`src/design/tls_sni_pkg.sv`:
```
// ----------------------------------------------------------------------------
// tls_sni_pkg
// Shared types and constants of the ClientHello server-name extractor.
// ----------------------------------------------------------------------------
package tls_sni_pkg;

  typedef enum logic [3:0] {
    PH_START     = 4'd0,
    PH_HEADER    = 4'd1,
    PH_FIXED     = 4'd2,
    PH_SID_SKIP  = 4'd3,
    PH_CS_LEN    = 4'd4,
    PH_CS_SKIP   = 4'd5,
    PH_COMP_LEN  = 4'd6,
    PH_COMP_SKIP = 4'd7,
    PH_EXT_TOT   = 4'd8,
    PH_EXT_HDR   = 4'd9,
    PH_EXT_SKIP  = 4'd10,
    PH_SNI_HEAD  = 4'd11,
    PH_NAME      = 4'd12,
    PH_IDLE      = 4'd13
  } phase_t;

  // results caused by one input byte
  typedef struct packed {
    logic       cand;
    logic [7:0] host;
    logic       vd_valid;
    logic       verdict;
  } entry_t;

  localparam logic [7:0]  REC_TYPE_HS      = 8'h16;
  localparam logic [7:0]  HS_TYPE_CH       = 8'h01;
  localparam logic [15:0] EXT_TYPE_SNI     = 16'h0000;
  localparam logic [23:0] HS_MIN_LEN       = 24'd38;
  localparam int          REC_HDR_BYTES    = 5;
  localparam int          HDR_BYTES        = 5 + 4;
  localparam int          SID_LEN_OFFSET   = 34;
  localparam logic        KIND_HOST        = 1'b0;
  localparam logic        KIND_VERDICT     = 1'b1;
  localparam logic        VERDICT_FOUND    = 1'b0;
  localparam logic        VERDICT_NONE     = 1'b1;
  localparam int          QDEPTH           = 4;
  localparam int          QPTR_BITS        = 2;

  function automatic phase_t after_skip(input phase_t skip);
    phase_t r;
    unique case (skip)
      PH_SID_SKIP:  r = PH_CS_LEN;
      PH_CS_SKIP:   r = PH_COMP_LEN;
      PH_COMP_SKIP: r = PH_EXT_TOT;
      default:      r = PH_EXT_HDR;
    endcase
    return r;
  endfunction

endpackage

```
`src/design/tls_sni_front.sv`:
```
// ----------------------------------------------------------------------------
// tls_sni_front
// Byte parser: walks record, handshake header and ClientHello body one byte
// per cycle while take is high; emits the results of each byte as one entry.
// ----------------------------------------------------------------------------
module tls_sni_front #(
  parameter int CW = 25
) (
  input  logic                clk,
  input  logic                rst_n,
  input  logic                take,
  input  logic [7:0]          payload_byte,
  input  logic                segment_end,
  input  logic                flow_start,
  output logic                push,
  output tls_sni_pkg::entry_t push_entry
);

  localparam int OW = ((CW > 24) ? CW : 24) + 2;

  logic [CW-1:0]       fbc_r, c_fbc, n_fbc;
  logic [OW-1:0]       rec_exp_r, c_rec_exp, n_rec_exp;
  logic                rec_seen_r, c_rec_seen, n_rec_seen;
  logic                hs_seen_r, c_hs_seen, n_hs_seen;
  logic [23:0]         hs_len_r, c_hs_len, n_hs_len;
  tls_sni_pkg::phase_t phase_r, c_phase, n_phase;
  logic [15:0]         fr_r, c_fr, n_fr;
  logic [OW-1:0]       ext_end_r, c_ext_end, n_ext_end;
  logic [15:0]         nrem_r, c_nrem, n_nrem;
  logic [15:0]         sh_r, c_sh, n_sh;
  logic                found_r, c_found, n_found;
  logic                ign_r, c_ign, n_ign;
  tls_sni_pkg::entry_t ent;

  always_comb begin
    logic                stop;
    logic [OW-1:0]       b, len, off, ofs2;
    logic [15:0]         l;
    logic                req_skip, req_enter, req_loop;
    tls_sni_pkg::phase_t sk_kind, en_kind;
    logic [15:0]         sk_n;
    logic [OW-1:0]       sk_off, en_off, lp_off;

    if (flow_start) begin
      c_fbc = '0; c_rec_exp = '0; c_rec_seen = 1'b0; c_hs_seen = 1'b0;
      c_hs_len = '0; c_phase = tls_sni_pkg::PH_START; c_fr = '0;
      c_ext_end = '0; c_nrem = '0; c_sh = '0; c_found = 1'b0; c_ign = 1'b0;
    end else begin
      c_fbc = fbc_r; c_rec_exp = rec_exp_r; c_rec_seen = rec_seen_r;
      c_hs_seen = hs_seen_r; c_hs_len = hs_len_r; c_phase = phase_r;
      c_fr = fr_r; c_ext_end = ext_end_r; c_nrem = nrem_r; c_sh = sh_r;
      c_found = found_r; c_ign = ign_r;
    end
    n_fbc = c_fbc; n_rec_exp = c_rec_exp; n_rec_seen = c_rec_seen;
    n_hs_seen = c_hs_seen; n_hs_len = c_hs_len; n_phase = c_phase;
    n_fr = c_fr; n_ext_end = c_ext_end; n_nrem = c_nrem; n_sh = c_sh;
    n_found = c_found; n_ign = c_ign;

    stop = 1'b0;
    ent = '0;
    b = OW'(c_fbc) - OW'(tls_sni_pkg::HDR_BYTES);
    len = OW'(c_hs_len);
    off = '0; ofs2 = '0; l = '0;
    req_skip = 1'b0; req_enter = 1'b0; req_loop = 1'b0;
    sk_kind = tls_sni_pkg::PH_EXT_SKIP; en_kind = tls_sni_pkg::PH_EXT_HDR;
    sk_n = '0; sk_off = '0; en_off = '0; lp_off = '0;

    if (c_ign) begin
      stop = 1'b1;
    end else if (&c_fbc) begin
      n_ign = 1'b1;
      stop = 1'b1;
    end else begin
      n_fbc = c_fbc + CW'(1);
      if (c_fbc < CW'(tls_sni_pkg::HDR_BYTES)) begin
        if (c_fbc == CW'(0)) begin
          if (payload_byte != tls_sni_pkg::REC_TYPE_HS) begin
            n_ign = 1'b1;
            stop = 1'b1;
          end else begin
            n_phase = tls_sni_pkg::PH_HEADER;
          end
        end else if (c_fbc == CW'(3) || c_fbc == CW'(4)) begin
          n_sh = {c_sh[7:0], payload_byte};
        end else if (c_fbc == CW'(5)) begin
          n_rec_seen = 1'b1;
          n_rec_exp = OW'(tls_sni_pkg::REC_HDR_BYTES) + OW'(c_sh);
          if (payload_byte != tls_sni_pkg::HS_TYPE_CH) begin
            n_ign = 1'b1;
            stop = 1'b1;
          end
        end else if (c_fbc >= CW'(6)) begin
          n_hs_len = {c_hs_len[15:0], payload_byte};
          if (c_fbc == CW'(8)) begin
            n_hs_seen = 1'b1;
            n_rec_exp = OW'(tls_sni_pkg::HDR_BYTES) + OW'(n_hs_len);
            n_sh = '0;
            n_phase = (n_hs_len >= tls_sni_pkg::HS_MIN_LEN) ?
                      tls_sni_pkg::PH_FIXED : tls_sni_pkg::PH_IDLE;
          end
        end
        if (!stop && c_fbc < CW'(tls_sni_pkg::REC_HDR_BYTES) && segment_end) begin
          n_ign = 1'b1;
          stop = 1'b1;
        end
      end else begin
        unique case (c_phase)
          tls_sni_pkg::PH_FIXED: begin
            if (b == OW'(tls_sni_pkg::SID_LEN_OFFSET)) begin
              off = b + OW'(1) + OW'(payload_byte);
              if (off + OW'(2) > len) begin
                n_phase = tls_sni_pkg::PH_IDLE;
              end else begin
                req_skip = 1'b1; sk_kind = tls_sni_pkg::PH_SID_SKIP;
                sk_n = 16'(payload_byte); sk_off = off;
              end
            end
          end
          tls_sni_pkg::PH_CS_LEN: begin
            n_sh = {c_sh[7:0], payload_byte};
            n_fr = c_fr - 16'd1;
            if (n_fr == 16'd0) begin
              off = b + OW'(1) + OW'(n_sh);
              if (off >= len) begin
                n_phase = tls_sni_pkg::PH_IDLE;
              end else begin
                req_skip = 1'b1; sk_kind = tls_sni_pkg::PH_CS_SKIP;
                sk_n = n_sh; sk_off = off;
              end
            end
          end
          tls_sni_pkg::PH_COMP_LEN: begin
            off = b + OW'(1) + OW'(payload_byte);
            if (off + OW'(2) > len) begin
              n_phase = tls_sni_pkg::PH_IDLE;
            end else begin
              req_skip = 1'b1; sk_kind = tls_sni_pkg::PH_COMP_SKIP;
              sk_n = 16'(payload_byte); sk_off = off;
            end
          end
          tls_sni_pkg::PH_EXT_TOT: begin
            n_sh = {c_sh[7:0], payload_byte};
            n_fr = c_fr - 16'd1;
            if (n_fr == 16'd0) begin
              off = b + OW'(1);
              n_ext_end = off + OW'(n_sh);
              req_loop = 1'b1; lp_off = off;
            end
          end
          tls_sni_pkg::PH_EXT_HDR: begin
            // first two bytes: type, last two: length
            if (c_fr > 16'd2) n_nrem = {c_nrem[7:0], payload_byte};
            else              n_sh = {c_sh[7:0], payload_byte};
            n_fr = c_fr - 16'd1;
            if (n_fr == 16'd0) begin
              off = b + OW'(1);
              l = n_sh;
              if (n_nrem == tls_sni_pkg::EXT_TYPE_SNI && l >= 16'd5 &&
                  off + OW'(l) <= len) begin
                n_phase = tls_sni_pkg::PH_SNI_HEAD;
                n_fr = 16'd5;
                n_nrem = l;
                n_sh = '0;
              end else begin
                req_skip = 1'b1; sk_kind = tls_sni_pkg::PH_EXT_SKIP;
                sk_n = l; sk_off = off + OW'(l);
              end
            end
          end
          tls_sni_pkg::PH_SNI_HEAD: begin
            n_fr = c_fr - 16'd1;
            l = c_nrem;
            if (c_fr == 16'd3 && payload_byte != 8'd0) begin
              // name type other than host_name
              req_skip = 1'b1; sk_kind = tls_sni_pkg::PH_EXT_SKIP;
              sk_n = l - 16'd3; sk_off = b + OW'(1) + OW'(l - 16'd3);
            end else if (c_fr <= 16'd2) begin
              n_sh = {c_sh[7:0], payload_byte};
              if (c_fr == 16'd1) begin
                off = b + OW'(1);
                if (off + OW'(n_sh) <= len) begin
                  if (n_sh == 16'd0) begin
                    n_phase = tls_sni_pkg::PH_IDLE;
                  end else begin
                    n_found = 1'b1;
                    n_nrem = n_sh;
                    n_phase = tls_sni_pkg::PH_NAME;
                  end
                end else begin
                  req_skip = 1'b1; sk_kind = tls_sni_pkg::PH_EXT_SKIP;
                  sk_n = l - 16'd5; sk_off = off + OW'(l - 16'd5);
                end
              end
            end
          end
          tls_sni_pkg::PH_SID_SKIP, tls_sni_pkg::PH_CS_SKIP,
          tls_sni_pkg::PH_COMP_SKIP, tls_sni_pkg::PH_EXT_SKIP: begin
            n_fr = c_fr - 16'd1;
            if (n_fr == 16'd0) begin
              req_enter = 1'b1;
              en_kind = tls_sni_pkg::after_skip(c_phase);
              en_off = b + OW'(1);
            end
          end
          tls_sni_pkg::PH_NAME: begin
            n_nrem = c_nrem - 16'd1;
            if (n_nrem == 16'd0) n_phase = tls_sni_pkg::PH_IDLE;
            ent.cand = 1'b1;
            ent.host = payload_byte;
          end
          default: ;
        endcase

        if (req_skip) begin
          if (sk_n == 16'd0) begin
            req_enter = 1'b1;
            en_kind = tls_sni_pkg::after_skip(sk_kind);
            en_off = sk_off;
          end else begin
            n_phase = sk_kind;
            n_fr = sk_n;
          end
        end
        if (req_enter) begin
          n_sh = '0;
          unique case (en_kind)
            tls_sni_pkg::PH_CS_LEN: begin
              n_phase = tls_sni_pkg::PH_CS_LEN; n_fr = 16'd2;
            end
            tls_sni_pkg::PH_COMP_LEN: begin
              n_phase = tls_sni_pkg::PH_COMP_LEN; n_fr = 16'd1;
            end
            tls_sni_pkg::PH_EXT_TOT: begin
              n_phase = tls_sni_pkg::PH_EXT_TOT; n_fr = 16'd2;
            end
            default: begin
              req_loop = 1'b1; lp_off = en_off;
            end
          endcase
        end
        if (req_loop) begin
          ofs2 = lp_off + OW'(4);
          if (ofs2 <= n_ext_end && ofs2 <= len) begin
            n_phase = tls_sni_pkg::PH_EXT_HDR;
            n_fr = 16'd4;
            n_sh = '0;
            n_nrem = '0;
          end else begin
            n_phase = tls_sni_pkg::PH_IDLE;
          end
        end
      end
    end

    if (!stop && segment_end && n_rec_seen && n_hs_seen && OW'(n_fbc) == n_rec_exp) begin
      ent.vd_valid = 1'b1;
      ent.verdict = n_found ? tls_sni_pkg::VERDICT_FOUND : tls_sni_pkg::VERDICT_NONE;
      n_fbc = '0; n_rec_exp = '0; n_rec_seen = 1'b0; n_hs_seen = 1'b0;
      n_hs_len = '0; n_phase = tls_sni_pkg::PH_START; n_fr = '0;
      n_ext_end = '0; n_nrem = '0; n_sh = '0; n_found = 1'b0; n_ign = 1'b0;
    end
  end

  assign push       = take && (ent.cand || ent.vd_valid);
  assign push_entry = ent;

  always_ff @(posedge clk) begin
    if (!rst_n) begin
      fbc_r <= '0; rec_exp_r <= '0; rec_seen_r <= 1'b0; hs_seen_r <= 1'b0;
      hs_len_r <= '0; phase_r <= tls_sni_pkg::PH_START; fr_r <= '0;
      ext_end_r <= '0; nrem_r <= '0; sh_r <= '0; found_r <= 1'b0; ign_r <= 1'b0;
    end else if (take) begin
      fbc_r <= n_fbc; rec_exp_r <= n_rec_exp; rec_seen_r <= n_rec_seen;
      hs_seen_r <= n_hs_seen; hs_len_r <= n_hs_len; phase_r <= n_phase;
      fr_r <= n_fr; ext_end_r <= n_ext_end; nrem_r <= n_nrem; sh_r <= n_sh;
      found_r <= n_found; ign_r <= n_ign;
    end
  end

endmodule

```
`src/design/tls_sni_queue.sv`:
```
// ----------------------------------------------------------------------------
// tls_sni_queue
// Short queue of result entries between parser and output stage.
// ----------------------------------------------------------------------------
module tls_sni_queue (
  input  logic                clk,
  input  logic                rst_n,
  input  logic                push,
  input  tls_sni_pkg::entry_t push_entry,
  input  logic                pop,
  output logic                full,
  output logic                empty,
  output tls_sni_pkg::entry_t head
);

  localparam int PB = tls_sni_pkg::QPTR_BITS;

  tls_sni_pkg::entry_t       mem_r [tls_sni_pkg::QDEPTH];
  logic [PB-1:0]             wp_r, rp_r;
  logic [PB:0]               cnt_r;

  assign full  = (cnt_r == (PB+1)'(tls_sni_pkg::QDEPTH));
  assign empty = (cnt_r == '0);
  assign head  = mem_r[rp_r];

  always_ff @(posedge clk) begin
    if (push) mem_r[wp_r] <= push_entry;
  end

  always_ff @(posedge clk) begin
    if (!rst_n) begin
      wp_r  <= '0;
      rp_r  <= '0;
      cnt_r <= '0;
    end else begin
      if (push) wp_r <= wp_r + PB'(1);
      if (pop)  rp_r <= rp_r + PB'(1);
      cnt_r <= cnt_r + (PB+1)'(push) - (PB+1)'(pop);
    end
  end

endmodule

```
`src/design/tls_sni_back.sv`:
```
// ----------------------------------------------------------------------------
// tls_sni_back
// Output stage: unpacks each queued entry into one or two result items.
// ----------------------------------------------------------------------------
module tls_sni_back (
  input  logic                clk,
  input  logic                rst_n,
  input  logic                empty,
  input  tls_sni_pkg::entry_t head,
  output logic                pop,
  output logic                out_valid,
  input  logic                out_ready,
  output logic                out_result_kind,
  output logic [7:0]          out_host_byte,
  output logic                out_verdict,
  output logic                out_last_of_run
);

  logic cand_sent_r;
  logic show_cand;

  // candidate goes first, verdict after it
  assign show_cand       = head.cand && !cand_sent_r;
  assign out_valid       = !empty;
  assign out_result_kind = show_cand ? tls_sni_pkg::KIND_HOST : tls_sni_pkg::KIND_VERDICT;
  assign out_host_byte   = show_cand ? head.host : 8'd0;
  assign out_verdict     = show_cand ? 1'b0 : head.verdict;
  assign out_last_of_run = !show_cand || !head.vd_valid;
  assign pop             = out_valid && out_ready && out_last_of_run;

  always_ff @(posedge clk) begin
    if (!rst_n) begin
      cand_sent_r <= 1'b0;
    end else if (out_valid && out_ready) begin
      cand_sent_r <= !out_last_of_run;
    end
  end

endmodule

```
`src/design/tls_client_hello_sni_extractor_top.sv`:
```
// ----------------------------------------------------------------------------
// tls_client_hello_sni_extractor_top
// Streams the ClientHello server name of one TCP flow, byte by byte.
// ----------------------------------------------------------------------------
// Takes one payload byte per cycle and parses it in the cycle it is accepted;
// the results it causes (a host name byte, a verdict, or both) go into a
// four-entry queue, from which the output side sends one result item per
// cycle while out_ready is high. A byte that causes two results yields two
// items; input stalls only when the queue fills under output backpressure.
// The results of an accepted byte pass only through the queue registers
// on their way to the output. No clearing pass after reset.
module tls_client_hello_sni_extractor_top #(
  parameter int COUNT_BITS = 25
) (
  input  logic       clk,
  input  logic       rst_n,
  input  logic       in_valid,
  output logic       in_ready,
  input  logic [7:0] in_payload_byte,
  input  logic       in_segment_end,
  input  logic       in_flow_start,
  output logic       out_valid,
  input  logic       out_ready,
  output logic       out_result_kind,
  output logic [7:0] out_host_byte,
  output logic       out_verdict,
  output logic       out_last_of_run
);

  logic                push, pop, full, empty;
  tls_sni_pkg::entry_t push_entry, head;

  assign in_ready = !full;

  tls_sni_front #(.CW(COUNT_BITS)) u_front (
    .clk          (clk),
    .rst_n        (rst_n),
    .take         (in_valid && in_ready),
    .payload_byte (in_payload_byte),
    .segment_end  (in_segment_end),
    .flow_start   (in_flow_start),
    .push         (push),
    .push_entry   (push_entry)
  );

  tls_sni_queue u_queue (
    .clk        (clk),
    .rst_n      (rst_n),
    .push       (push),
    .push_entry (push_entry),
    .pop        (pop),
    .full       (full),
    .empty      (empty),
    .head       (head)
  );

  tls_sni_back u_back (
    .clk             (clk),
    .rst_n           (rst_n),
    .empty           (empty),
    .head            (head),
    .pop             (pop),
    .out_valid       (out_valid),
    .out_ready       (out_ready),
    .out_result_kind (out_result_kind),
    .out_host_byte   (out_host_byte),
    .out_verdict     (out_verdict),
    .out_last_of_run (out_last_of_run)
  );

`ifndef SYNTH
  // a candidate that is not last is always followed by its verdict
  a_cand_then_verdict: assert property (@(posedge clk) disable iff (!rst_n)
    out_valid && out_ready && !out_last_of_run |=>
      out_valid && out_result_kind == tls_sni_pkg::KIND_VERDICT)
    else $error("verdict did not follow candidate");

  a_verdict_fields: assert property (@(posedge clk) disable iff (!rst_n)
    out_valid && out_result_kind == tls_sni_pkg::KIND_VERDICT |->
      out_host_byte == 8'd0 && out_last_of_run)
    else $error("bad verdict item");

  a_cand_fields: assert property (@(posedge clk) disable iff (!rst_n)
    out_valid && out_result_kind == tls_sni_pkg::KIND_HOST |-> !out_verdict)
    else $error("bad candidate item");

  a_no_overflow: assert property (@(posedge clk) disable iff (!rst_n)
    push |-> !full)
    else $error("queue overflow");
`endif

endmodule

```
`config.mk`:
```
export PLATFORM = sky130hd
export DESIGN_NAME = tls_client_hello_sni_extractor_top
export DESIGN_NICKNAME = d
export VERILOG_FILES = /design/src/design/tls_sni_pkg.sv /design/src/design/tls_sni_front.sv /design/src/design/tls_sni_queue.sv /design/src/design/tls_sni_back.sv /design/src/design/tls_client_hello_sni_extractor_top.sv
export SDC_FILE = /design/constraint.sdc
export NUM_CORES = 2
export LEC_CHECK = 0
export BUFFER_PORTS_ARGS = -buffer_cell sky130_fd_sc_hd__buf_2
export CORE_UTILIZATION = 33
export CTS_CLUSTER_DIAMETER = 200
export DETAILED_ROUTE_END_ITERATION = 10
export PLACE_DENSITY = 0.44
export RECOVER_POWER = 100
export SLEW_MARGIN = 20
export SYNTH_ARGS = -nofsm -noshare
export SYNTH_HDL_FRONTEND = slang
export SYNTH_HIERARCHICAL = 1
export SYNTH_SLANG_ARGS = --single-unit
```
`constraint.sdc`:
```
create_clock -name clk -period 54.9 [get_ports clk]
set_input_delay 8.235 -clock clk [delete_from_list [all_inputs] [get_ports clk]]
set_output_delay 8.235 -clock clk [all_outputs]
set_load 0.02 [all_outputs]
```
**Word level (Yosys, flattened, before mapping)**

Memories as Yosys holds them, arrays and structs flattened. A register that Yosys moved wholly into a read port is not among the register bits.
Index checks and enable logic that the tools add are counted.

- RAM bits: 44
- Input port bits: 14
- Output and inout bits: 13
- Register bits: 167
- Memories: 1

Memory list:

| memory | depth | width | read ports | clocked after memory_dff | wr ports | RTL line | RTL |
|---|---|---|---|---|---|---|---|
| u_queue.mem_r | 4 | 11 | 1 | 1 | 1 | tls_sni_queue.sv:18 | `tls_sni_pkg::entry_t mem_r [tls_sni_pkg::QDEPTH];` |

- $add $sub $neg: 22
- Equal/unequal tests: 28
- Reduce and logical (&&, ||, !) cells: 40
- Muxes and demuxes: 260
- Order comparisons: 13

Operator list:

| operator | number |
|---|---|
| $mux W27 | 40 |
| $mux W16 | 64 |
| $mux W24 | 9 |
| $mux W4 | 42 |
| $pmux W27 S5 | 1 |
| $mux W25 | 4 |
| $pmux W16 S3 | 2 |
| $le A27 B24 Y1 | 3 |
| $logic_not A16 Y1 | 5 |
| $pmux W16 S5 | 1 |
| $mux W1 | 79 |
| $pmux W16 S2 | 2 |
| $add A27 B16 Y27 | 2 |
| $add A27 B27 Y27 | 2 |
| $eq A25 B3 Y1 const B | 2 |
| $pmux W4 S3 | 4 |
| $mux W9 | 4 |
| $eq A4 B3 Y1 const B | 8 |
| $sub A16 B1 Y16 const B | 2 |
| $add A27 B1 Y27 const B | 1 |
| $add A27 B2 Y27 const B | 1 |
| $add A27 B3 Y27 const B | 1 |
| $add A27 B8 Y27 | 1 |
| $eq A25 B27 Y1 | 1 |
| other kinds (47) | 82 |

**Depth between registers and ports, before layout**

- Depth after elaboration: 38
- Gate-level depth with buffers: 81
- Mapped depth without buffers: 62

**Modules after synthesis**

Netlist, hierarchy kept.

Modules (own cells, without submodules):

| module | seq. area each (um^2) | area each (um^2) | instances | cells an instance |
|---|---|---|---|---|
| tls_sni_front | 3183.1 | 27083.5 | 1 | 4039 |
| tls_sni_queue | 1501.4 | 2031.9 | 1 | 100 |
| tls_sni_back | 20.0 | 146.4 | 1 | 20 |
| tls_client_hello_sni_extractor_top | 0.0 | 10.0 | 1 | 2 |

**Worst setup path after synthesis**

Ideal clock, no wire load.

- Path type: input -> register
- Start point: input port in_flow_start
- End point: register u_front.fr_r[12]
- Library setup time: 0.117 ns
- Path buffers: 19
- Data arrival time: 23.585 ns
- Cell stages on the path: 77
- Slack: 31.199 ns
- Required time: 54.783 ns
- Cells stage by stage: buf_2 > clkbuf_1 > clkbuf_1 > buf_2 > buf_1 > buf_1 > clkbuf_1 > buf_1 > clkbuf_1 > clkbuf_1 > buf_1 > nor2b_1 > clkbuf_1 > inv_1 > ha_1 > nor2b_1 > clkbuf_1 > o21ai_0 > (+41 left out) > o22ai_1 > ha_1 > nand4_1 > nor2_1 > a211oi_1 > a21boi_0 > o21a_1 > o21a_1 > o21a_1 > o31ai_1 > nand4_1 > or4_1 > a222oi_1 > buf_4 > buf_6 > buf_6 > nor3_1 > o22a_1

- Longest elaborated chain between the ends: 38
- Elaborated cells between the ends (all ways): 228
- Classes of those cells: add/sub: 17; order compare: 12; eq/ne: 24; mux: 153; reduce/logical: 22

Ends and longest elaborated chain:

| element | RTL line | RTL |
|---|---|---|
| from (decl) | tls_client_hello_sni_extractor_top.sv:21 | `input logic in_flow_start,` |
| parallel branches: the longest is 37 deep, another holds $add A27 B1 Y27 | - |  |
| $mux W16 (*) | tls_sni_front.sv:255 | `if (!stop && segment_end && n_rec_seen && n_hs_seen && OW'(n_fbc) == n_rec_exp) begin` |
| to (signal assigned) | tls_sni_front.sv:275 | `fr_r <= n_fr; ext_end_r <= n_ext_end; nrem_r <= n_nrem; sh_r <= n_sh;` |
| to (decl) | tls_sni_front.sv:27 | `logic [15:0] fr_r, c_fr, n_fr;` |

Mark *: on every way between the ends. The select of a mux whose other input is x is not followed.
A chain may end at the register's enable or synchronous reset.

**Worst setup path after layout**

- Start point: input port in_flow_start
- End point: register u_front.nrem_r[10]

- Longest elaborated chain between the ends: 38
- Elaborated cells between the ends (all ways): 230
- Classes of those cells: add/sub: 18; order compare: 12; eq/ne: 25; mux: 154; reduce/logical: 21

Ends and longest elaborated chain:

| element | RTL line | RTL |
|---|---|---|
| parallel branches: the longest is 37 deep, another holds $add A27 B1 Y27 | - |  |
| $mux W16 (*) | tls_sni_front.sv:255 |  |
| to (signal assigned) | tls_sni_front.sv:275 |  |
| to (decl) | tls_sni_front.sv:29 | `logic [15:0] nrem_r, c_nrem, n_nrem;` |

Marked as above.

==> reports/summary.txt <==
Mux contribution to synthesized area - 1.94%
Wire length on met2 - 66800 um
Clock sinks - 213
Starting Density - 33.5%
Synth unique cells - 116
Area of placed instances - 0.0309 mm^2
# placed instances - 5222
Final setup fails - 0
Layout overhead on the synthesized area - 8.33%
Met3 WL - 14000 um
Compound-gate portion of the synthesized area - 29.9%
Worst setup path category - input port to flip-flop
Core Area - 0.0873 mm^2
Storage cell area - 0.00470 mm^2
Worst-path fanout max - 59
Drt drc - 0
Die height - 300 um
Clock transition at the registers of the reported paths - 0.06 ns
Power per cell area - 25.5 mW/mm^2
FF+latch count, synth - 213
Worst setup margin - 21.95 ns
Antenna Nets Post-Route - 0
Post-synth EDFFs - 44
Vias - 33.8k
Drt pass-1 iters - 8
Main combinational cell family by area after synthesis - compound AO/OA/AOI/OAI gates
Post-Syn Area - 0.0293 mm^2
Initial antenna violation count - 1
Simple-gate portion of the synthesized area - 27.9%
Number of global-route vias before repair - 31.0k
Synth warnings - 6
Port Buffer Count - 26
Clk buf depth - 3
Post-synthesis xor/xnor area fraction - 8.60%
Slowest CP cell - clkinvlp_2
Syn_nets - 4416
Most frequent cells in the layout - 508 x nand2_1, 388 x a21oi_1, 376 x nor2_1
Die Wd - 300 um
Worst skew pair latency - 0.62 ns
Worst min path class - flip-flop to flip-flop
Max-slew violations - 385
Final-layout fill cell count - 9458
Seq/Total Area, Yosys - 16.1%
Final GP Congestion - 1.04
Gr ovfl total - 0
Detailed Place HPWL - 121000 um
# nets final - 4353
CTS Buf Count - 29
Hold Buf Count CTS - 0
Post-CTS Resized - 0
Period minus WS final - 32.95 ns
Post-Route Utilization - 36.3%
Max_cap viols - 12
Pleak - 11.5 nW
Routed WL - 156000 um
Htree depth - 1
Worst endpoint required time - 55.38 ns
IO Count - 27
Max Used Layer - met4
Cell mode on critical path - ha_1
Area of the multi-input gates - 0.0231 mm^2
Initial detailed-routing violation count - 4290
Routed vias/inst - 6.41
Fin. Hold Viols - 0
Largest net degree at the start of global routing - 72
Slowest cell delay on critical path - 2.20 ns
Commonest non-fill, non-tap cell in the layout - nand2_1
Worst rel slew slack - -122%
Root Buffer Master - clkbuf_16
Die area - 0.0899 mm^2
Max Freq - 30.4 MHz
Post-synth ARST share - 0%
Setup Buffers After CTS - 0
Worst slack, placed - 29.66 ns
Maximum vdd drop - 0.0216 mV
Run status - finished, violations left
Share of cells above drive strength 1 - 6.72%
Cell count after synthesis - 4161
DR WL/cell - 29.5 um
Gr usage total - 33.2%
Syn Area/Cell - 7.03 um^2
Critical path arrival - 33.42 ns
Most used flip-flop cell after synthesis - dfxtp_1
First-pass GRT wire length - 222000 um
Rows - 108
Tcrit/Tclk final - 60.0%
DRT met1 WL - 67300 um
Synth Area in Adders - 10.4%
Fin cells - 5278
Worst Skew - 0.0300 ns
Worst-Margin Slew - 3.33 ns
Failing checks - max-capacitance violations, max-slew violations
CTS tree - done
Final Cell Area - 0.0317 mm^2
RSZ-0062 raised after global routing - no
Worst Setup Start Kind - input port
Kind of end point of the critical path - flip-flop
Sum Neg Setup Slack - 0 ns
## worst max-delay path, delay by kind of cell
family / cells / cell delay, ns
AO/OA/AOI/OAI: 25 / 8.85
buffers and inverters: 8 / 8.59
AND/OR/NAND/NOR: 20 / 5.69
adder cells (fa/ha/maj): 5 / 1.41
XOR/XNOR: 2 / 0.45
## cell families after synthesis
group | count (synthesis)
compound gates | 1337
simple gates | 1661
mux | 42
flops | 213
buf+inv | 383
xor+xnor | 284
fa+ha+maj | 241
## synthesized netlist by cell type, drive strengths merged (68+ instances only)
library cell,instances,share of area [%]
nand2,508,6.5
a21oi,393,6.7
nor2,378,4.9
o21ai,286,4.9
ha,236,10
xnor2,201,6.1
clkbuf,197,2.5
dfxtp,169,12
nand3,140,2.4
inv,125,1.6
nor3,118,2.1
a22oi,82,2.1
and3,82,1.8
xor2,82,2.5
nor2b,68,1.5
## flip-flops by register name, indices dropped and copies added, names as in the netlist, 2 cells and up, named ones only
register and count:
u_front/ext_end_r 27, u_front/fr_r 16, u_queue/rp_r 2, u_front/fbc_r 25, u_front/phase_r 4, u_front/rec_exp_r 27
u_queue/mem_r 44, u_front/sh_r 16, u_front/hs_len_r 24, u_queue/wp_r 2, u_queue/cnt_r 3, u_front/nrem_r 16
## metal layers
layer | up-vias | global-route usage (%)
li1 | 15328 | -
met3 | 318 | 5.36
met5 | - | 0
met4 | 0 | 13.5
met2 | 1797 | 51.1
met1 | 16379 | 45.9
## power by group
| group | internal [W] | switching, W | total (W) |
|---|---|---|---|
| registers | 0.000164 | 0.00000736 | 0.000171 |
| logic | 0.000146 | 0.000295 | 0.000441 |
| clock network | 0.000113 | 0.0000842 | 0.000197 |
## through the flow
stage          hold slack (ns)  power, W
2_1_floorplan            0.427  0.000452
3_5_place_dp             0.443  0.000601
3_3_place_gp             0.435  0.000603
4_1_cts                  0.452  0.000801
6_report                 0.451  0.000809
5_1_grt                  0.460  0.000848
## worst paths after layout
| kind | from | endpoint | slack, ns | depth (start not counted) |
|---|---|---|---|---|
| min reg2reg | u_front/ext_end_r[20] | u_front/ext_end_r[20] | 0.45 | 2 |
| max | in_flow_start | u_front/nrem_r[10] | 21.95 | 60 |
| min | u_front/ext_end_r[20] | u_front/ext_end_r[20] | 0.45 | 2 |
| max reg2reg | u_front/fbc_r[3] | u_front/nrem_r[10] | 34.20 | 59 |
## cell type report
class	count	share of cell area [%]
Tap cell	1155	4.56
Antenna cell	3	0.0237
Sequential cell	213	14.8
Inverter	135	1.61
Clock inverter	12	0.379
Multi-Input combinational cell	3565	72.7
Timing Repair Buffer	154	3.26
Clock buffer	41	2.59
Note: power is estimated with default switching activity, not from simulation.
